==> config.mk <==
export PLATFORM = sky130hd
export DESIGN_NAME = hex_escape_codec
export DESIGN_NICKNAME = d
export VERILOG_FILES = /design/src/rtl/core/hec_pkg.sv /design/src/rtl/core/hec_front.sv /design/src/rtl/core/hec_queue.sv /design/src/rtl/core/hec_back.sv /design/src/rtl/core/hex_escape_codec.sv
export SDC_FILE = /design/constraint.sdc
export NUM_CORES = 1
export LEC_CHECK = 0
export BUFFER_PORTS_ARGS = -buffer_cell sky130_fd_sc_hd__buf_2
export CORE_ASPECT_RATIO = 2
export CORE_MARGIN = 2
export CORE_UTILIZATION = 52
export DETAILED_ROUTE_END_ITERATION = 10
export PLACE_DENSITY_LB_ADDON = 0.15
export SETUP_SLACK_MARGIN = 0.05
export SLEW_MARGIN = 20
export SYNTH_ARGS = -nofsm -noshare
export SYNTH_HDL_FRONTEND = slang
export SYNTH_HIERARCHICAL = 1
export SYNTH_SLANG_ARGS = --single-unit
==> constraint.sdc <==
create_clock -name clk -period 3 [get_ports clk]
set_input_delay 0.3 -clock clk [delete_from_list [all_inputs] [get_ports clk]]
set_output_delay 0.3 -clock clk [all_outputs]
set_load 0.03 [all_outputs]
==> src/rtl/core/hec_pkg.sv <==
package hec_pkg;

	localparam logic [7:0] BACKSLASH = 8'h5C;
	localparam logic [7:0] X_CHAR    = 8'h78;
	localparam logic [7:0] PRINT_LO  = 8'h20;
	localparam logic [7:0] PRINT_HI  = 8'h7E;

	// register indexes
	localparam logic REG_MODE  = 1'b0;
	localparam logic REG_EVERY = 1'b1;

	localparam logic MODE_ESCAPE   = 1'b0;
	localparam logic MODE_UNESCAPE = 1'b1;

	typedef enum logic [1:0] {
		PH_BSL,
		PH_X,
		PH_HI,
		PH_LO
	} hec_phase_t;

	typedef struct packed {
		logic mode;
		logic every;
	} hec_cfg_t;

	// one decision: a byte sent as is, or as a four-byte escape
	typedef struct packed {
		logic       final_b;
		logic       esc;
		logic [7:0] data;
	} hec_cmd_t;

	// bit 4 set: not a hex digit
	function automatic logic [4:0] hex_val(input logic [7:0] c);
		logic [4:0] r;
		r = 5'h10;
		if (c >= 8'h30 && c <= 8'h39) begin
			r = {1'b0, c[3:0]};
		end else if ((c >= 8'h61 && c <= 8'h66) || (c >= 8'h41 && c <= 8'h46)) begin
			r = {1'b0, c[3:0] + 4'd9};
		end
		return r;
	endfunction

	function automatic logic [7:0] hex_char(input logic [3:0] v);
		logic [7:0] r;
		if (v < 4'd10) begin
			r = 8'h30 + {4'd0, v};
		end else begin
			r = 8'h57 + {4'd0, v};
		end
		return r;
	endfunction

endpackage

==> src/rtl/core/hec_front.sv <==
module hec_front (
	input  logic              clk,
	input  logic              arst_n,
	input  hec_pkg::hec_cfg_t cfg,
	input  logic              in_valid,
	output logic              in_ready,
	input  logic [7:0]        in_byte,
	input  logic              in_final,
	input  logic              q_ready,
	output logic              q_push,
	output hec_pkg::hec_cmd_t q_cmd
);
	import hec_pkg::*;

	logic [7:0] w_q [4];
	logic [2:0] n_q;
	logic       flush_q;

	logic [7:0] cw [4];
	logic [7:0] nw [4];
	logic [2:0] cn;
	logic [2:0] rem;
	logic       cfin;
	logic       accept;
	logic       decide;
	logic       seq;
	logic       used4;
	logic [4:0] h2;
	logic [4:0] h3;

	assign in_ready = !flush_q && q_ready;
	assign accept   = in_valid && in_ready;

	always_comb begin
		for (int i = 0; i < 4; i++) begin
			cw[i] = w_q[i];
		end
		if (!flush_q) begin
			cw[n_q[1:0]] = in_byte;
		end
		cn   = flush_q ? n_q : n_q + 3'd1;
		cfin = flush_q || in_final;
		h2   = hex_val(cw[2]);
		h3   = hex_val(cw[3]);
		seq  = (cn == 3'd4) && (cw[0] == BACKSLASH) && (cw[1] == X_CHAR) && !h2[4] && !h3[4];

		q_cmd.esc  = 1'b0;
		q_cmd.data = cw[0];
		used4      = 1'b0;
		if (cfg.mode == MODE_ESCAPE) begin
			q_cmd.esc = cfg.every || (cw[0] < PRINT_LO) || (cw[0] > PRINT_HI) || seq;
		end else if (seq) begin
			q_cmd.data = {h2[3:0], h3[3:0]};
			used4      = 1'b1;
		end
		rem           = used4 ? 3'd0 : cn - 3'd1;
		q_cmd.final_b = cfin && (rem == 3'd0);

		for (int i = 0; i < 3; i++) begin
			nw[i] = cw[i + 1];
		end
		nw[3] = 8'h00;

		decide = cfin || (cn == 3'd4);
		q_push = (flush_q ? q_ready : accept) && decide;
	end

	always_ff @(posedge clk or negedge arst_n) begin
		if (!arst_n) begin
			for (int i = 0; i < 4; i++) begin
				w_q[i] <= 8'h00;
			end
			n_q     <= 3'd0;
			flush_q <= 1'b0;
		end else if (flush_q) begin
			// drain one decision a cycle while the queue has room, until the window is empty
			if (q_ready) begin
				w_q <= nw;
				n_q <= rem;
				if (rem == 3'd0) begin
					flush_q <= 1'b0;
				end
			end
		end else if (accept) begin
			if (decide) begin
				w_q     <= nw;
				n_q     <= rem;
				flush_q <= cfin && (rem != 3'd0);
			end else begin
				w_q <= cw;
				n_q <= cn;
			end
		end
	end

endmodule

==> src/rtl/core/hec_queue.sv <==
module hec_queue #(
	parameter int DEPTH = 4
) (
	input  logic              clk,
	input  logic              arst_n,
	input  logic              push,
	input  hec_pkg::hec_cmd_t push_cmd,
	output logic              not_full,
	input  logic              pop,
	output logic              not_empty,
	output hec_pkg::hec_cmd_t pop_cmd
);
	import hec_pkg::*;

	localparam int PW = (DEPTH > 1) ? $clog2(DEPTH) : 1;
	localparam int CW = $clog2(DEPTH + 1);

	hec_cmd_t        mem_q [DEPTH];
	logic [PW-1:0]   wr_q;
	logic [PW-1:0]   rd_q;
	logic [CW-1:0]   cnt_q;
	logic            do_push;
	logic            do_pop;

	assign not_full  = (cnt_q != CW'(DEPTH));
	assign not_empty = (cnt_q != '0);
	assign do_push   = push && not_full;
	assign do_pop    = pop && not_empty;
	assign pop_cmd   = mem_q[rd_q];

	always_ff @(posedge clk) begin
		if (do_push) begin
			mem_q[wr_q] <= push_cmd;
		end
	end

	always_ff @(posedge clk or negedge arst_n) begin
		if (!arst_n) begin
			wr_q  <= '0;
			rd_q  <= '0;
			cnt_q <= '0;
		end else begin
			if (do_push) begin
				wr_q <= (wr_q == PW'(DEPTH - 1)) ? '0 : wr_q + PW'(1);
			end
			if (do_pop) begin
				rd_q <= (rd_q == PW'(DEPTH - 1)) ? '0 : rd_q + PW'(1);
			end
			if (do_push && !do_pop) begin
				cnt_q <= cnt_q + CW'(1);
			end else if (do_pop && !do_push) begin
				cnt_q <= cnt_q - CW'(1);
			end
		end
	end

endmodule

==> src/rtl/core/hec_back.sv <==
module hec_back (
	input  logic              clk,
	input  logic              arst_n,
	input  logic              q_valid,
	input  hec_pkg::hec_cmd_t q_cmd,
	output logic              q_pop,
	output logic              out_valid,
	input  logic              out_ready,
	output logic [7:0]        out_byte,
	output logic              out_final
);
	import hec_pkg::*;

	hec_cmd_t   cur_q;
	logic       cur_v_q;
	hec_phase_t ph_q;
	logic       m_valid_q;
	logic [7:0] m_byte_q;
	logic       m_final_q;

	logic       load;
	logic       last;
	logic [7:0] nxt_byte;

	assign load  = cur_v_q && (!m_valid_q || out_ready);
	assign last  = !cur_q.esc || (ph_q == PH_LO);
	assign q_pop = q_valid && (!cur_v_q || (load && last));

	assign out_valid = m_valid_q;
	assign out_byte  = m_byte_q;
	assign out_final = m_final_q;

	always_comb begin
		nxt_byte = cur_q.data;
		if (cur_q.esc) begin
			unique case (ph_q)
				PH_BSL:  nxt_byte = BACKSLASH;
				PH_X:    nxt_byte = X_CHAR;
				PH_HI:   nxt_byte = hex_char(cur_q.data[7:4]);
				PH_LO:   nxt_byte = hex_char(cur_q.data[3:0]);
				default: nxt_byte = cur_q.data;
			endcase
		end
	end

	always_ff @(posedge clk) begin
		if (load) begin
			m_byte_q  <= nxt_byte;
			m_final_q <= cur_q.final_b && last;
		end
		if (q_pop) begin
			cur_q <= q_cmd;
		end
	end

	always_ff @(posedge clk or negedge arst_n) begin
		if (!arst_n) begin
			m_valid_q <= 1'b0;
			cur_v_q   <= 1'b0;
			ph_q      <= PH_BSL;
		end else begin
			if (load) begin
				m_valid_q <= 1'b1;
			end else if (out_ready) begin
				m_valid_q <= 1'b0;
			end
			if (q_pop) begin
				cur_v_q <= 1'b1;
				ph_q    <= PH_BSL;
			end else if (load) begin
				ph_q <= last ? PH_BSL : hec_phase_t'(ph_q + 2'd1);
				if (last) begin
					cur_v_q <= 1'b0;
				end
			end
		end
	end

endmodule

==> src/rtl/core/hex_escape_codec.sv <==
// Once the lookahead window holds three earlier bytes (or the byte is final), a decision
// goes to the queue, then the command and output registers. The back end sends one byte
// per cycle unless m_tready stalls it; an escaped byte becomes four, a plain or decoded
// byte one. A final byte drains the window, one decision per cycle if the queue has room.
// Reset (arst_n low, asynchronous): window, queue and output empty, escape mode selected.
module hex_escape_codec #(
	parameter int QUEUE_DEPTH = 4
) (
	input  logic        clk,
	input  logic        arst_n,
	input  logic        psel,
	input  logic        penable,
	input  logic        pwrite,
	input  logic [2:0]  paddr,
	input  logic [31:0] pwdata,
	output logic [31:0] prdata,
	output logic        pready,
	input  logic        s_tvalid,
	output logic        s_tready,
	input  logic [7:0]  s_tdata,   // [7:0] in_byte
	input  logic        s_tlast,   // in_final
	output logic        m_tvalid,
	input  logic        m_tready,
	output logic [7:0]  m_tdata,   // [7:0] out_byte
	output logic        m_tlast    // out_final
);
	import hec_pkg::*;

	hec_cfg_t cfg_q;
	hec_cmd_t push_cmd;
	hec_cmd_t pop_cmd;
	logic     push;
	logic     not_full;
	logic     pop;
	logic     not_empty;
	logic     wr_en;

	assign pready = 1'b1;
	assign wr_en  = psel && penable && pwrite && pready;

	always_ff @(posedge clk or negedge arst_n) begin
		if (!arst_n) begin
			cfg_q.mode  <= MODE_ESCAPE;
			cfg_q.every <= 1'b0;
		end else if (wr_en) begin
			unique case (paddr[2])
				REG_MODE:  cfg_q.mode  <= pwdata[0];
				REG_EVERY: cfg_q.every <= pwdata[0];
				default:   cfg_q       <= cfg_q;
			endcase
		end
	end

	always_comb begin
		unique case (paddr[2])
			REG_MODE:  prdata = {31'd0, cfg_q.mode};
			REG_EVERY: prdata = {31'd0, cfg_q.every};
			default:   prdata = 32'd0;
		endcase
	end

	hec_front u_front (
		.clk      (clk),
		.arst_n   (arst_n),
		.cfg      (cfg_q),
		.in_valid (s_tvalid),
		.in_ready (s_tready),
		.in_byte  (s_tdata),
		.in_final (s_tlast),
		.q_ready  (not_full),
		.q_push   (push),
		.q_cmd    (push_cmd)
	);

	hec_queue #(
		.DEPTH (QUEUE_DEPTH)
	) u_queue (
		.clk       (clk),
		.arst_n    (arst_n),
		.push      (push),
		.push_cmd  (push_cmd),
		.not_full  (not_full),
		.pop       (pop),
		.not_empty (not_empty),
		.pop_cmd   (pop_cmd)
	);

	hec_back u_back (
		.clk       (clk),
		.arst_n    (arst_n),
		.q_valid   (not_empty),
		.q_cmd     (pop_cmd),
		.q_pop     (pop),
		.out_valid (m_tvalid),
		.out_ready (m_tready),
		.out_byte  (m_tdata),
		.out_final (m_tlast)
	);

endmodule

======== Yosys cells after proc, flatten, opt, wreduce, memory -nomap -nowiden ========
Memories as Yosys holds them, arrays and structs flattened. A register that Yosys moved wholly into a read port is not among the register bits.
Index checks and enable logic that the tools add are counted.
W data, S select, Z words.
word-level totals
  bits in registers ....................... 58
  bits in writable memories ............... 40
  bits of input ports ..................... 51
  logic and storage cells ................. 165
  memories ................................ 1
operators by class
  add/subtract/negate cells ............... 13
  magnitude comparators ................... 18
  equal/unequal tests ..................... 10
  muxes and demuxes ....................... 48
  bitwise operators ....................... 2
  reductions and logical operators ........ 57
memories
  memory         depth  width  rd ports  clocked after Yosys merged registers in  wr ports  RTL line         text
  u_queue.mem_q  4      10     1         1                                        1         hec_queue.sv:18  hec_cmd_t mem_q [DEPTH];
operators with widths
  operator               count
  $mux W32               5
  $pmux W32 S2           1
  $mux W8                6
  $bwmux W32             1
  $ge A8 B7 Y1 const B   4
  $le A8 B7 Y1 const B   4
  $pmux W8 S4            1
  $logic_and A1 B1 Y1    26
  $mux W3                8
  $mux W5                4
  $add A7 B4 Y8 const A  2
  $demux W8 S2           1
  $eq A8 B7 Y1 const B   2
  $ge A8 B6 Y1 const B   2
  $le A8 B6 Y1 const B   2
  $mux W1                16
  $add A6 B4 Y7 const A  2
  $logic_or A1 B1 Y1     10
  $mux W2                5
  $reduce_bool A2 Y1     5
  $add A4 B4 Y4 const B  2
  $eq A2 B2 Y1 const B   4
  $gt A8 B7 Y1 const B   1
  $logic_not A1 Y1       8
  other kinds (17)       26

======== Depth between registers and ports, before layout ========
Gate-level depths: netlist of the first run.
  depth in word-level cells ............... 23
  gate-level depth with buffers ........... 15
  gate-level depth less buffers ........... 14

======== By module ========
Netlist of the first run, hierarchy kept.
by module, submodules not included
  module            times used  cells an instance  area an instance (um^2)  seq. area each (um^2)
  hec_front         1           346                2870.3                   900.9
  hec_queue         1           88                 1879.3                   1376.3
  hec_back          1           105                1167.4                   670.6
  hex_escape_codec  1           41                 346.6                    50.0

======== Worst setup path after synthesis of the first run ========
No wires, ideal clock.
  path type ............................... register to register
  from .................................... reg u_front.flush_q
  to ...................................... reg u_queue.cnt_q[1]
  setup time .............................. 0.125 ns
  arrival time ............................ 3.047 ns
  path slack .............................. -0.171 ns
  cell stages (with the launch flop) ...... 14
  period minus slack after synthesis ...... 3.171 ns
  cells stage by stage .................... dfrtp_1 > buf_6 > clkbuf_1 > xor2_1 > ha_1 > ha_1 > nor3_1 > clkbuf_1 > nor2_1 > and2_4 > ha_1 > inv_1 > fa_1 > mux2_2
on the way
  cells in the longest elaborated chain, start to end .. 9
ends and longest elaborated chain
  element                                          RTL line                text
  start: declaration                               hec_front.sv:17         logic flush_q;
  start signal: assignment                         hec_front.sv:88         flush_q <= cfin && (rem != 3'd0);
  branches (longest 4 deep; another with $mux W3)  --
  $logic_and A1 B1 Y1 (*)                          hec_front.sv:65         q_push = (flush_q ? q_ready : accept) && decide;
  named net push                                   hex_escape_codec.sv:32  logic push;
  $logic_and A1 B1 Y1 (*)                          hec_queue.sv:27         assign do_push = push && not_full;
  named net u_queue.do_push                        hec_queue.sv:22         logic do_push;
  $logic_not A1 Y1                                 hec_queue.sv:51         end else if (do_pop && !do_push) begin
  $logic_and A1 B1 Y1                              hec_queue.sv:51
  $reduce_bool A2 Y1 (no line)                     --
  end signal: assignment                           hec_queue.sv:50         cnt_q <= cnt_q + CW'(1);
  end signal: assignment                           hec_queue.sv:52         cnt_q <= cnt_q - CW'(1);
  end: declaration                                 hec_queue.sv:21         logic [CW-1:0] cnt_q;
Mark *: on every way through the listed nets, which the timed path passes.
A chain may end at the register's enable or synchronous reset.

==> results of run 1 <==
kinds of logic (layout without fill, tap and decap cells):
logic type      count (synthesis)  in the layout
mux                            62             62
compound gates                118            118
buf+inv                        77            113
simple gates                  177            177
xor+xnor                       12             12
fa+ha+maj                      24             24
other cells                     2             32
flops                         108            108
sequential cells by signal, summed over array words and instances, names as in the netlist:
name	cells
cfg_q	2
u_back/cur_q	10
u_back/cur_v_q	1
u_back/out_byte	8
u_back/out_final	1
u_back/out_valid	1
u_back/ph_q	2
u_front/flush_q	1
u_front/n_q	3
u_front/w_q	32
u_queue/cnt_q	3
u_queue/mem_q	40
u_queue/rd_q	2
u_queue/wr_q	2
through the flow:
stage | cell area [sq um] | std cells
6_report | 7130 | 791
5_1_grt | 7130 | 791
4_1_cts | 7010 | 786
3_5_place_dp | 6700 | 770
3_3_place_gp | 6700 | 770
2_1_floorplan | 6400 | 610
timing repair:
item                       in CTS  in global routing
gates resized for setup         5                 19
hold buffers                    0                  0
pin swaps                       0                  9
setup buffers                   0                  5
setup endpoints to repair      16                 42
worst max-delay path: stages (launching register included):
cell       delay [ns]
dfrtp_1          0.41
buf_4            0.16
ha_2             0.19
nand2b_4         0.10
mux2_4           0.34
inv_1            0.08
ha_1             0.17
nor2_1           0.06
a211oi_2         0.23
o2111ai_2        0.16
o21ai_2          0.11
and4_4           0.27
mux2_4           0.32
worst max path at each step:
stage               startpoint                  end  slack (ns)  depth (start not counted)
2_1_floorplan  u_front/flush_q     u_queue/cnt_q[1]        0.01                         13
3_3_place_gp   u_front/flush_q  u_queue/mem_q[0][7]        0.08                          7
3_5_place_dp    u_front/n_q[0]  u_queue/mem_q[1][5]       -0.02                         10
4_1_cts         u_front/n_q[1]  u_queue/mem_q[1][7]        0.05                         12
5_1_grt         u_front/n_q[0]     u_queue/cnt_q[2]        0.01                         14
6_report        u_front/n_q[1]  u_queue/mem_q[1][7]        0.15                         12
per-layer routing:
layer	track usage (%)	part of all wire, %	wire, um
met1	23.6	32	4780
met2	44.0	57	8400
met3	3.51	3.0	448
met4	16.3	7.7	1140
met5	0	0	0
power by group through the flow:
stage / clock network, mW / registers (mW) / logic, mW
final: 1.14 / 2.78 / 3.79
after global routing: 1.24 / 2.85 / 4.16
after CTS: 1.18 / 2.78 / 3.61
after detailed placement: 0 / 2.81 / 3.58
after global placement: 0 / 2.77 / 3.46
after floorplan: 0 / 2.74 / 2.54
cell usage in the layout (no fill, tap or decap), drive strengths merged, types with 5 or more instances in the layout:
cell type	synthesis	routed
a21o	6	6
conb	2	32
and3	5	5
nor2	55	55
dfrtp	49	49
nand2	59	59
mux2	20	20
mux2i	32	32
nor3	7	7
nand3	10	10
mux4	10	10
o21ai	49	49
inv	18	20
edfxtp	59	59
nor2b	9	9
buf	44	79
clkbuf	15	12
a21oi	35	35
xnor2	8	8
nand2b	8	8
ha	23	23
area by class of cell:
type                            count  area [sq um]
Clock inverter                      4          32.5
Clock buffer                       12           256
Tap cell                          145           181
Inverter                           18          67.6
Sequential cell                   108          3000
Multi-Input combinational cell    425          3060
Fill cell                         995          4640
Timing Repair Buffer               79           533
==> results.md, run 1 <==
* Status: complete, no violations
* P_leak at 3.02 nW
* Setup Skew at 0.00785 ns
* Pwr Density at 1080 nW/um^2
* Die footprint at 13000 sq um
* Vias in the first global route at 4589
* Crit path launch type: register
* Worst R2R Path Depth at 12
* Core area at 11800 sq um
* Synth area leader: edfxtp_1
* Final Max Tran Viols at 0
* Crit path capture type: register
* Flop-to-flop setup slack at 0.15 ns
* Final Util at 60.6%
* Place WS at -0.0152 ns
* Async SR Flop Fraction at 45.4%
* VDD IR max at 0.510 mV
* Total wire length at 14800 um
* Nets at 716
* Ant. Diodes at 0
* Worst-Margin Slew at 0.950 ns
* Max Fclk at 351 MHz
* Initial antenna violation count at 0
* Max cap viols at 0
* Relative slew slack at 35.7%
* Tcrit/Tclk final at 95.1%
* Switching Fraction at 39.7%
* CTS Buf Count at 9
* Seq cells post-synth at 108
* Post-synthesis xor/xnor area fraction at 1.68%
* Vias/cell at 5.66
* Final Hold Fails at 0
* Starting DRT DRC Count at 310
* I/O pin count at 95
* Cells after Synth at 580
* Port Buffer Count at 29
* Routability congestion estimate at 0.902
* WP data required at 3.09 ns
* Final antenna-violating net count at 0
* Clock Power Share at 14.8%
* Syn avg cell area at 10.8 sq um
* Worst hold path class: input port to async pin
* Initial core utilization at 53.2%
* GRT overflow at 0
* R2R Path End: u_queue/mem_q[1][7]
* RSZ-0062 raised after global routing: false
* Post-Synth Simple-Gate Area at 13.8%
* Row count at 56
* Root Driver: clkbuf_16
* Internal power at 4.65 mW
* Worst r2r src: u_front/n_q[1]
* Largest family of logic cells by synthesized area: simple AND/OR/NAND/NOR gates
* Die X at 81.6 um
* Most frequent cells after synthesis: 59 x edfxtp_1, 59 x nand2_1, 55 x nor2_1
* Combinational power share at 49.2%
* CTS tree: done
* First-pass GRT wire length at 23300 um
* Complex-gate fraction of the synthesized area at 11.5%
* Clk Latency, worst-skew pair at 0.35 ns
* Drt wl/cell at 18.7 um
* Setup TNS at 0 ns
* Most used DFF post-synth: edfxtp_1
* Worst setup margin at 0.148 ns
* Fin crit period at 2.85 ns
* Flop pwr share at 36.0%
* Largest net degree at the start of global routing at 56
* Post-synth EDFFs at 59
* Final setup fails at 0
* Sinks on Clock Net at 108
* Area grow syn2layout at 13.9%
* CTS HTree Levels at 3
* Top cell type's share of synthesized area at 28.3%
* Adder and majority gate portion of the synthesized area at 4.91%
* Post-DP HPWL at 11400 um
* Main area contributors after synthesis: edfxtp_1 28%, dfrtp_1 20%, mux2i_1 5.0%
* Seq/Total Area, Yosys at 47.9%
* CTS clk-pin slew, worst paths at 0.07 ns
* CTS Buffer Depth at 2
* WP data arrival at 2.94 ns
* Yosys cell types at 73
* Yosys warns at 6
* Layout cells sized above 1 at 25.5%
* First drt pass iteration count at 5
* Final hold slack at 0.0643 ns
* Mux contribution to synthesized area at 12.7%
* Vias at 4477
* Final Power at 7.71 mW
* WS Path Type: register to register
* Mapped Area at 6260 sq um
* Total Routing Usage GR at 24.1%
* DRC at 0
* Critical Path Fanout Max at 6
* Net Sw Power at 3.06 mW
* Die height at 159 um
(Power assumes the default switching activity.)
==> run 2: changes to the inputs <==
--- a/config.mk
+++ b/config.mk
@@ -10,7 +10,7 @@
 export CORE_MARGIN = 2
 export CORE_UTILIZATION = 52
 export DETAILED_ROUTE_END_ITERATION = 10
-export PLACE_DENSITY_LB_ADDON = 0.15
+export PLACE_DENSITY = 0.79
 export SETUP_SLACK_MARGIN = 0.05
 export SLEW_MARGIN = 20
 export SYNTH_ARGS = -nofsm -noshare
==> results.md, run 2 (synthesized netlist as in run 1, its figures left out) <==
* Internal power at 4.71 mW (was 4.65 mW)
* WP data required at 3.08 ns (was 3.09 ns)
* Vias in the first global route at 4807 (was 4589)
* Biggest register: u_queue/mem_q (unchanged)
* Net Sw Power at 3.16 mW (was 3.06 mW)
* Worst r2r src: u_front/n_q[1] (unchanged)
* Most frequent cells in the layout: 59 x nand2_1, 59 x edfxtp_1, 52 x nor2_1, 47 x dfrtp_1 (was 59 x nand2_1, 59 x edfxtp_1, 54 x nor2_1, 49 x buf_4, 48 x dfrtp_1)
* Final Util at 61.4% (was 60.6%)
* VDD IR max at 0.799 mV (was 0.510 mV)
* Sinks on Clock Net at 108 (unchanged)
* CTS clk-pin slew, worst paths at 0.07 ns (about the same)
* CTS Buf Count at 9 (unchanged)
* Clk Latency, worst-skew pair at 0.34 ns (was 0.35 ns)
* Vias at 4637 (was 4477)
* Combinational power share at 48.8% (was 49.2%)
* Drt wl/cell at 19.0 um (was 18.7 um)
* Root Driver: clkbuf_16 (unchanged)
* Layout cells sized above 1 at 26.3% (was 25.5%)
* Setup Skew at 0.0121 ns (was 0.00785 ns)
* Flop pwr share at 35.9% (was 36.0%)
* Status: complete, no violations (unchanged)
* Die footprint at 13000 sq um (unchanged)
* First-pass GRT wire length at 23200 um (was 23300 um)
* Final Power at 7.88 mW (was 7.71 mW)
* Top Registers: u_queue/mem_q x40, u_front/w_q x32, u_back/cur_q x10 (unchanged)
* Tcrit/Tclk final at 96.8% (was 95.1%)
* DR WL met3 at 547 um (was 448 um)
* Die height at 159 um (unchanged)
* Vias/cell at 5.88 (was 5.66)
* Area of the multi-input gates at 3140 sq um (was 3060 sq um)
* Initial core utilization at 53.2% (unchanged)
* Initial antenna violation count at 0 (unchanged)
* Max cap viols at 0 (unchanged)
* GRT overflow at 0 (unchanged)
* Crit. Startpoint: u_front/n_q[1] (unchanged)
* Worst hold path class: input port to async pin (unchanged)
* Total Routing Usage GR at 23.5% (was 24.1%)
* Nets at 713 (was 716)
* Relative slew slack at 39.4% (was 35.7%)
* DRC at 0 (unchanged)
* Final Max Tran Viols at 0 (unchanged)
* Filler cells at 930 (was 995)
* Row count at 56 (unchanged)
* Setup TNS at 0 ns (unchanged)
* Met1 WL at 4750 um (was 4780 um)
* Starting DRT DRC Count at 255 (was 310)
* I/O pin count at 95 (unchanged)
* RSZ-0062 raised after global routing: true (was false)
* Final Hold Fails at 0 (unchanged)
* WP data arrival at 2.98 ns (was 2.94 ns)
* Final hold slack at 0.0852 ns (was 0.0643 ns)
* Post-DP HPWL at 11000 um (was 11400 um)
* Largest net degree at the start of global routing at 56 (unchanged)
* Max Fclk at 344 MHz (was 351 MHz)
* Switching Fraction at 40.2% (was 39.7%)
* Final antenna-violating net count at 0 (unchanged)
* CTS tree: done (unchanged)
* Largest register FFs at 40 (unchanged)
* Routability congestion estimate at 0.952 (was 0.902)
* Total wire length at 15000 um (was 14800 um)
* CTS HTree Levels at 3 (unchanged)
* Area grow syn2layout at 15.3% (was 13.9%)
* Clock Power Share at 15.3% (was 14.8%)
* Core area at 11800 sq um (unchanged)
* WS Path Type: register to register (unchanged)
* Ant. Diodes at 0 (unchanged)
* Reg area at 3000 sq um (about the same)
* Top layer in use: met4 (unchanged)
* Port Buffer Count at 29 (unchanged)
* First drt pass iteration count at 6 (was 5)
* Worst-Margin Slew at 0.909 ns (was 0.950 ns)
* CTS Buffer Depth at 2 (unchanged)
* P_leak at 3.03 nW (was 3.02 nW)
* Pwr Density at 1090 nW/um^2 (was 1080 nW/um^2)
* Fin crit period at 2.90 ns (was 2.85 ns)
* Die X at 81.6 um (unchanged)
* Critical Path Fanout Max at 5 (was 6)
* Metal2 WL at 8580 um (was 8400 um)
* Crit path launch type: register (unchanged)
* Crit path capture type: register (unchanged)
* Final setup fails at 0 (unchanged)
run 2: cell count changes in the layout (fill, tap and decap cells not counted), moves of 2 or more:
cell / previous run / this run
clkinv_1: 0 / 2
ha_4: 1 / 6
buf_4: 49 / 44
nor2_1: 54 / 52
ha_1: 19 / 15
run 2: repair_timing:
item / in CTS / in global routing
resized for setup: 6 / 33
hold buffers: 0 / 0
pin swaps: 0 / 9
buffers inserted: 0 / 8
setup endpoints to repair: 36 / 41
cloned: 0 / 1
run 2: routing by layer:
metal | track usage [%] | up-vias
li1 | - | 2125
met1 | 21.9 | 2255
met2 | 43.8 | 192
met3 | 3.63 | 65
met4 | 16.5 | 0
met5 | 0 | -
run 2: final timing paths:
check                                       to  slack, ns  depth (start not counted)
max in group asynchronous     u_queue/cnt_q[0]       2.20                          2
min in group clk                      cfg_q[1]       0.19                          2
hold reg to reg                u_front/w_q[28]       0.49                          2
hold / removal                 u_front/w_q[16]       0.09                          1
setup / recovery           u_queue/mem_q[1][9]        0.1                         13
setup reg to reg           u_queue/mem_q[1][9]        0.1                         13
run 2: critical path: stages (launching register included):
cell and delay (ns):
dfrtp_2 0.48, ha_4 0.21, nand2b_4 0.13, mux2i_4 0.32
inv_2 0.08, ha_4 0.18, nor2_4 0.10, a211oi_2 0.04
o2111ai_2 0.27, nand2b_4 0.10, and4_4 0.23, buf_12 0.14
buf_6 0.12, o22a_1 0.22
run 2: area by class of cell:
type                    count  share of cell area [%]
multi-input cells         425                    43.5
flip-flops and latches    108                    41.5
repair buffers             76                    7.36
clock buffers              10                    3.31
well taps                 145                    2.51
inverters                  18                   0.936
clock inverters             6                   0.866
run 2: metrics by stage:
stage               setup slack [ns]  cells  area, sq um
floorplan                     0.0106    610         6400
global placement              0.0174    763         6650
detailed placement           -0.0633    763         6650
CTS                           0.0522    779         6970
global route                 -0.0199    788         7220
finish                        0.0968    788         7220
run 2: power by group through the flow:
stage / clock [mW] / sequential, mW / combinational (mW)
floorplan: 0 / 2.74 / 2.54
global placement: 0 / 2.78 / 3.34
detailed placement: 0 / 2.83 / 3.50
CTS: 1.22 / 2.80 / 3.55
global route: 1.29 / 2.90 / 4.17
finish: 1.20 / 2.83 / 3.84
==> run 3: changes to the inputs <==
--- a/config.mk
+++ b/config.mk
@@ -10,7 +10,8 @@
 export CORE_MARGIN = 2
 export CORE_UTILIZATION = 52
 export DETAILED_ROUTE_END_ITERATION = 10
-export PLACE_DENSITY = 0.79
+export GPL_TIMING_DRIVEN = 0
+export PLACE_DENSITY = 0.78
 export SETUP_SLACK_MARGIN = 0.05
 export SLEW_MARGIN = 20
 export SYNTH_ARGS = -nofsm -noshare
==> results.md, run 3 (synthesized netlist as in run 1, its figures left out) <==
* Status: finished, violations left (was complete, no violations)
* Failing checks: hold timing, setup timing
* P_leak at 3.24 nW (was 3.03 nW)
* Port Buffer Count at 27 (was 29)
* Sinks on Clock Net at 108 (unchanged)
* Hold Buf Count CTS at 0 (unchanged)
* WP data required at 3.17 ns (was 3.08 ns)
* Crit path cell chain: inv_4 -> ha_4 -> nand2b_4 -> buf_8 -> buf_8 -> mux2i_4 -> ha_2 -> nor2_2 -> a211oi_2 -> o2111ai_2 -> o21ai_4 -> and4_4 -> buf_12 -> mux2i_4 (was ha_4 -> nand2b_4 -> mux2i_4 -> inv_2 -> ha_4 -> nor2_4 -> a211oi_2 -> o2111ai_2 -> nand2b_4 -> and4_4 -> buf_12 -> buf_6 -> o22a_1)
* Final Util at 64.9% (was 61.4%)
* Routability congestion estimate at 0.968 (was 0.952)
* Final Hold Fails at 44 (was 0)
* Final antenna-violating net count at 0 (unchanged)
* Post-layout instance area at 7640 sq um (was 7220 sq um)
* Initial core utilization at 53.2% (unchanged)
* CTS HTree Levels at 3 (unchanged)
* Crit path launch type: register (unchanged)
* RSZ-0062 raised after global routing: true (unchanged)
* Die height at 159 um (unchanged)
* Post-DP HPWL at 11900 um (was 11000 um)
* Largest register FFs at 40 (unchanged)
* CTS tree: done (unchanged)
* Top Registers: u_queue/mem_q x40, u_front/w_q x32, u_back/cur_q x10 (unchanged)
* Initial antenna violation count at 0 (unchanged)
* Ant. Diodes at 0 (unchanged)
* DRC at 0 (unchanged)
* Layout cells sized above 1 at 31.0% (was 26.3%)
* VDD IR max at 0.732 mV (was 0.799 mV)
* Final hold slack at -0.0150 ns (was 0.0852 ns)
* Worst setup margin at -0.00714 ns (was 0.0968 ns)
* Largest net degree at the start of global routing at 50 (was 56)
* Place WS at -0.518 ns (was -0.0633 ns)
* Crit path max-delay family: buffers and inverters (was simple AND/OR/NAND/NOR gates)
* WP data arrival at 3.18 ns (was 2.98 ns)
* Die X at 81.6 um (unchanged)
* CTS clk-pin slew, worst paths at 0.07 ns (about the same)
* Max cap viols at 0 (unchanged)
* Biggest register: u_queue/mem_q (unchanged)
* Most frequent cells in the layout: 61 x buf_4, 59 x nand2_1, 59 x edfxtp_1, 53 x nor2_1, 47 x dfrtp_1 (was 59 x nand2_1, 59 x edfxtp_1, 52 x nor2_1, 47 x dfrtp_1)
* Critical Path Fanout Max at 6 (was 5)
* Root Driver: clkbuf_16 (unchanged)
* CTS Buf Count at 9 (unchanged)
* CTS Buffer Depth at 2 (unchanged)
* First drt pass iteration count at 5 (was 6)
* Vias at 4779 (was 4637)
* Core area at 11800 sq um (unchanged)
* Slowest-stage cell, CP: dfrtp_2 (unchanged)
* Worst hold path class: input port to async pin (unchanged)
* Final setup fails at 12 (was 0)
* Area grow syn2layout at 22.0% (was 15.3%)
* WS Path Type: register to register (unchanged)
* I/O pin count at 95 (unchanged)
* Vias in the first global route at 4969 (was 4807)
* Vias/cell at 5.76 (was 5.88)
* Relative slew slack at 36.1% (was 39.4%)
* Die footprint at 13000 sq um (unchanged)
* DP Area at 6720 sq um (was 6650 sq um)
* Setup TNS at -0.0684 ns (was 0 ns)
* GRT overflow at 0 (unchanged)
* Highest cell delay on the worst timing path at 0.46 ns (was 0.48 ns)
* Fin crit period at 3.01 ns (was 2.90 ns)
* Worst-Margin Slew at 0.932 ns (was 0.909 ns)
* Clk Latency, worst-skew pair at 0.35 ns (was 0.34 ns)
* Nets at 754 (was 713)
* Total Routing Usage GR at 25.5% (was 23.5%)
* Max Fclk at 333 MHz (was 344 MHz)
* Pwr Density at 1090 nW/um^2 (about the same)
* Starting DRT DRC Count at 262 (was 255)
* Total wire length at 16400 um (was 15000 um)
* Tcrit/Tclk final at 100% (was 96.8%)
* Most common cell after layout, fill and taps aside: buf_4
* Final Max Tran Viols at 0 (unchanged)
* Setup Skew at 0.00627 ns (was 0.0121 ns)
* Buf/Inv on CP at 4 (was 3)
* Row count at 56 (unchanged)
* Drt wl/cell at 19.8 um (was 19.0 um)
* First-pass GRT wire length at 24900 um (was 23200 um)
* Crit path capture type: register (unchanged)
[run 3: cell count changes in the layout (fill, tap and decap cells not counted), sizes merged]
cell,change
clkbuf,+13
clkinvlp,+1
buf,+27
clkinv,-1
inv,+1
[run 3: area by class of cell]
| class | instances | area (sq um) |
|---|---|---|
| inverters | 18 | 70.1 |
| flip-flops and latches | 108 | 3000 |
| well taps | 145 | 181 |
| clock buffers | 9 | 225 |
| clock inverters | 7 | 73.8 |
| plain buffers | 59 | 447 |
| fillers | 898 | 4130 |
| repair buffers | 58 | 395 |
| multi-input cells | 425 | 3250 |
[run 3: worst paths after layout]
check / slack (ns) / startpoint / endpoint / cells after the start
min in group clk: 0.18 / pwdata[0] / cfg_q[1] / 2
worst min-delay path: -0.01 / arst_n / u_front/w_q[22] / 1
max in group asynchronous: 2.55 / arst_n / u_front/n_q[0] / 1
worst max register to register: -0.007 / u_front/n_q[0] / u_queue/mem_q[2][5] / 14
worst min register to register: 0.49 / u_queue/cnt_q[2] / u_queue/cnt_q[2] / 1
worst max-delay path: -0.007 / u_front/n_q[0] / u_queue/mem_q[2][5] / 14
[run 3: through the flow]
step | power, mW | cells
after global placement | 6.06 | 782
after floorplan | 5.27 | 610
after CTS | 7.86 | 817
after detailed placement | 6.26 | 782
final | 8.35 | 829
after global routing | 8.78 | 829
[run 3: power breakdown]
group	switching, mW	leakage (nW)	internal [mW]
logic	2.47	1.91	1.94
clock network	0.545	0.141	0.652
registers	0.412	1.19	2.33
[run 3: layer usage]
layer,global-route usage (%),wire length [um]
met2,47.8,9200
met1,23.5,5240
met3,3.23,566
met5,0,0
met4,18.5,1400
[run 3: what timing repair did]
item / 4_1_cts / 5_1_grt
gates cloned: 0 / 1
resized for setup: 41 / 36
buffers inserted: 19 / 11
pin swaps: 8 / 8
endpoints found under the setup margin: 47 / 48
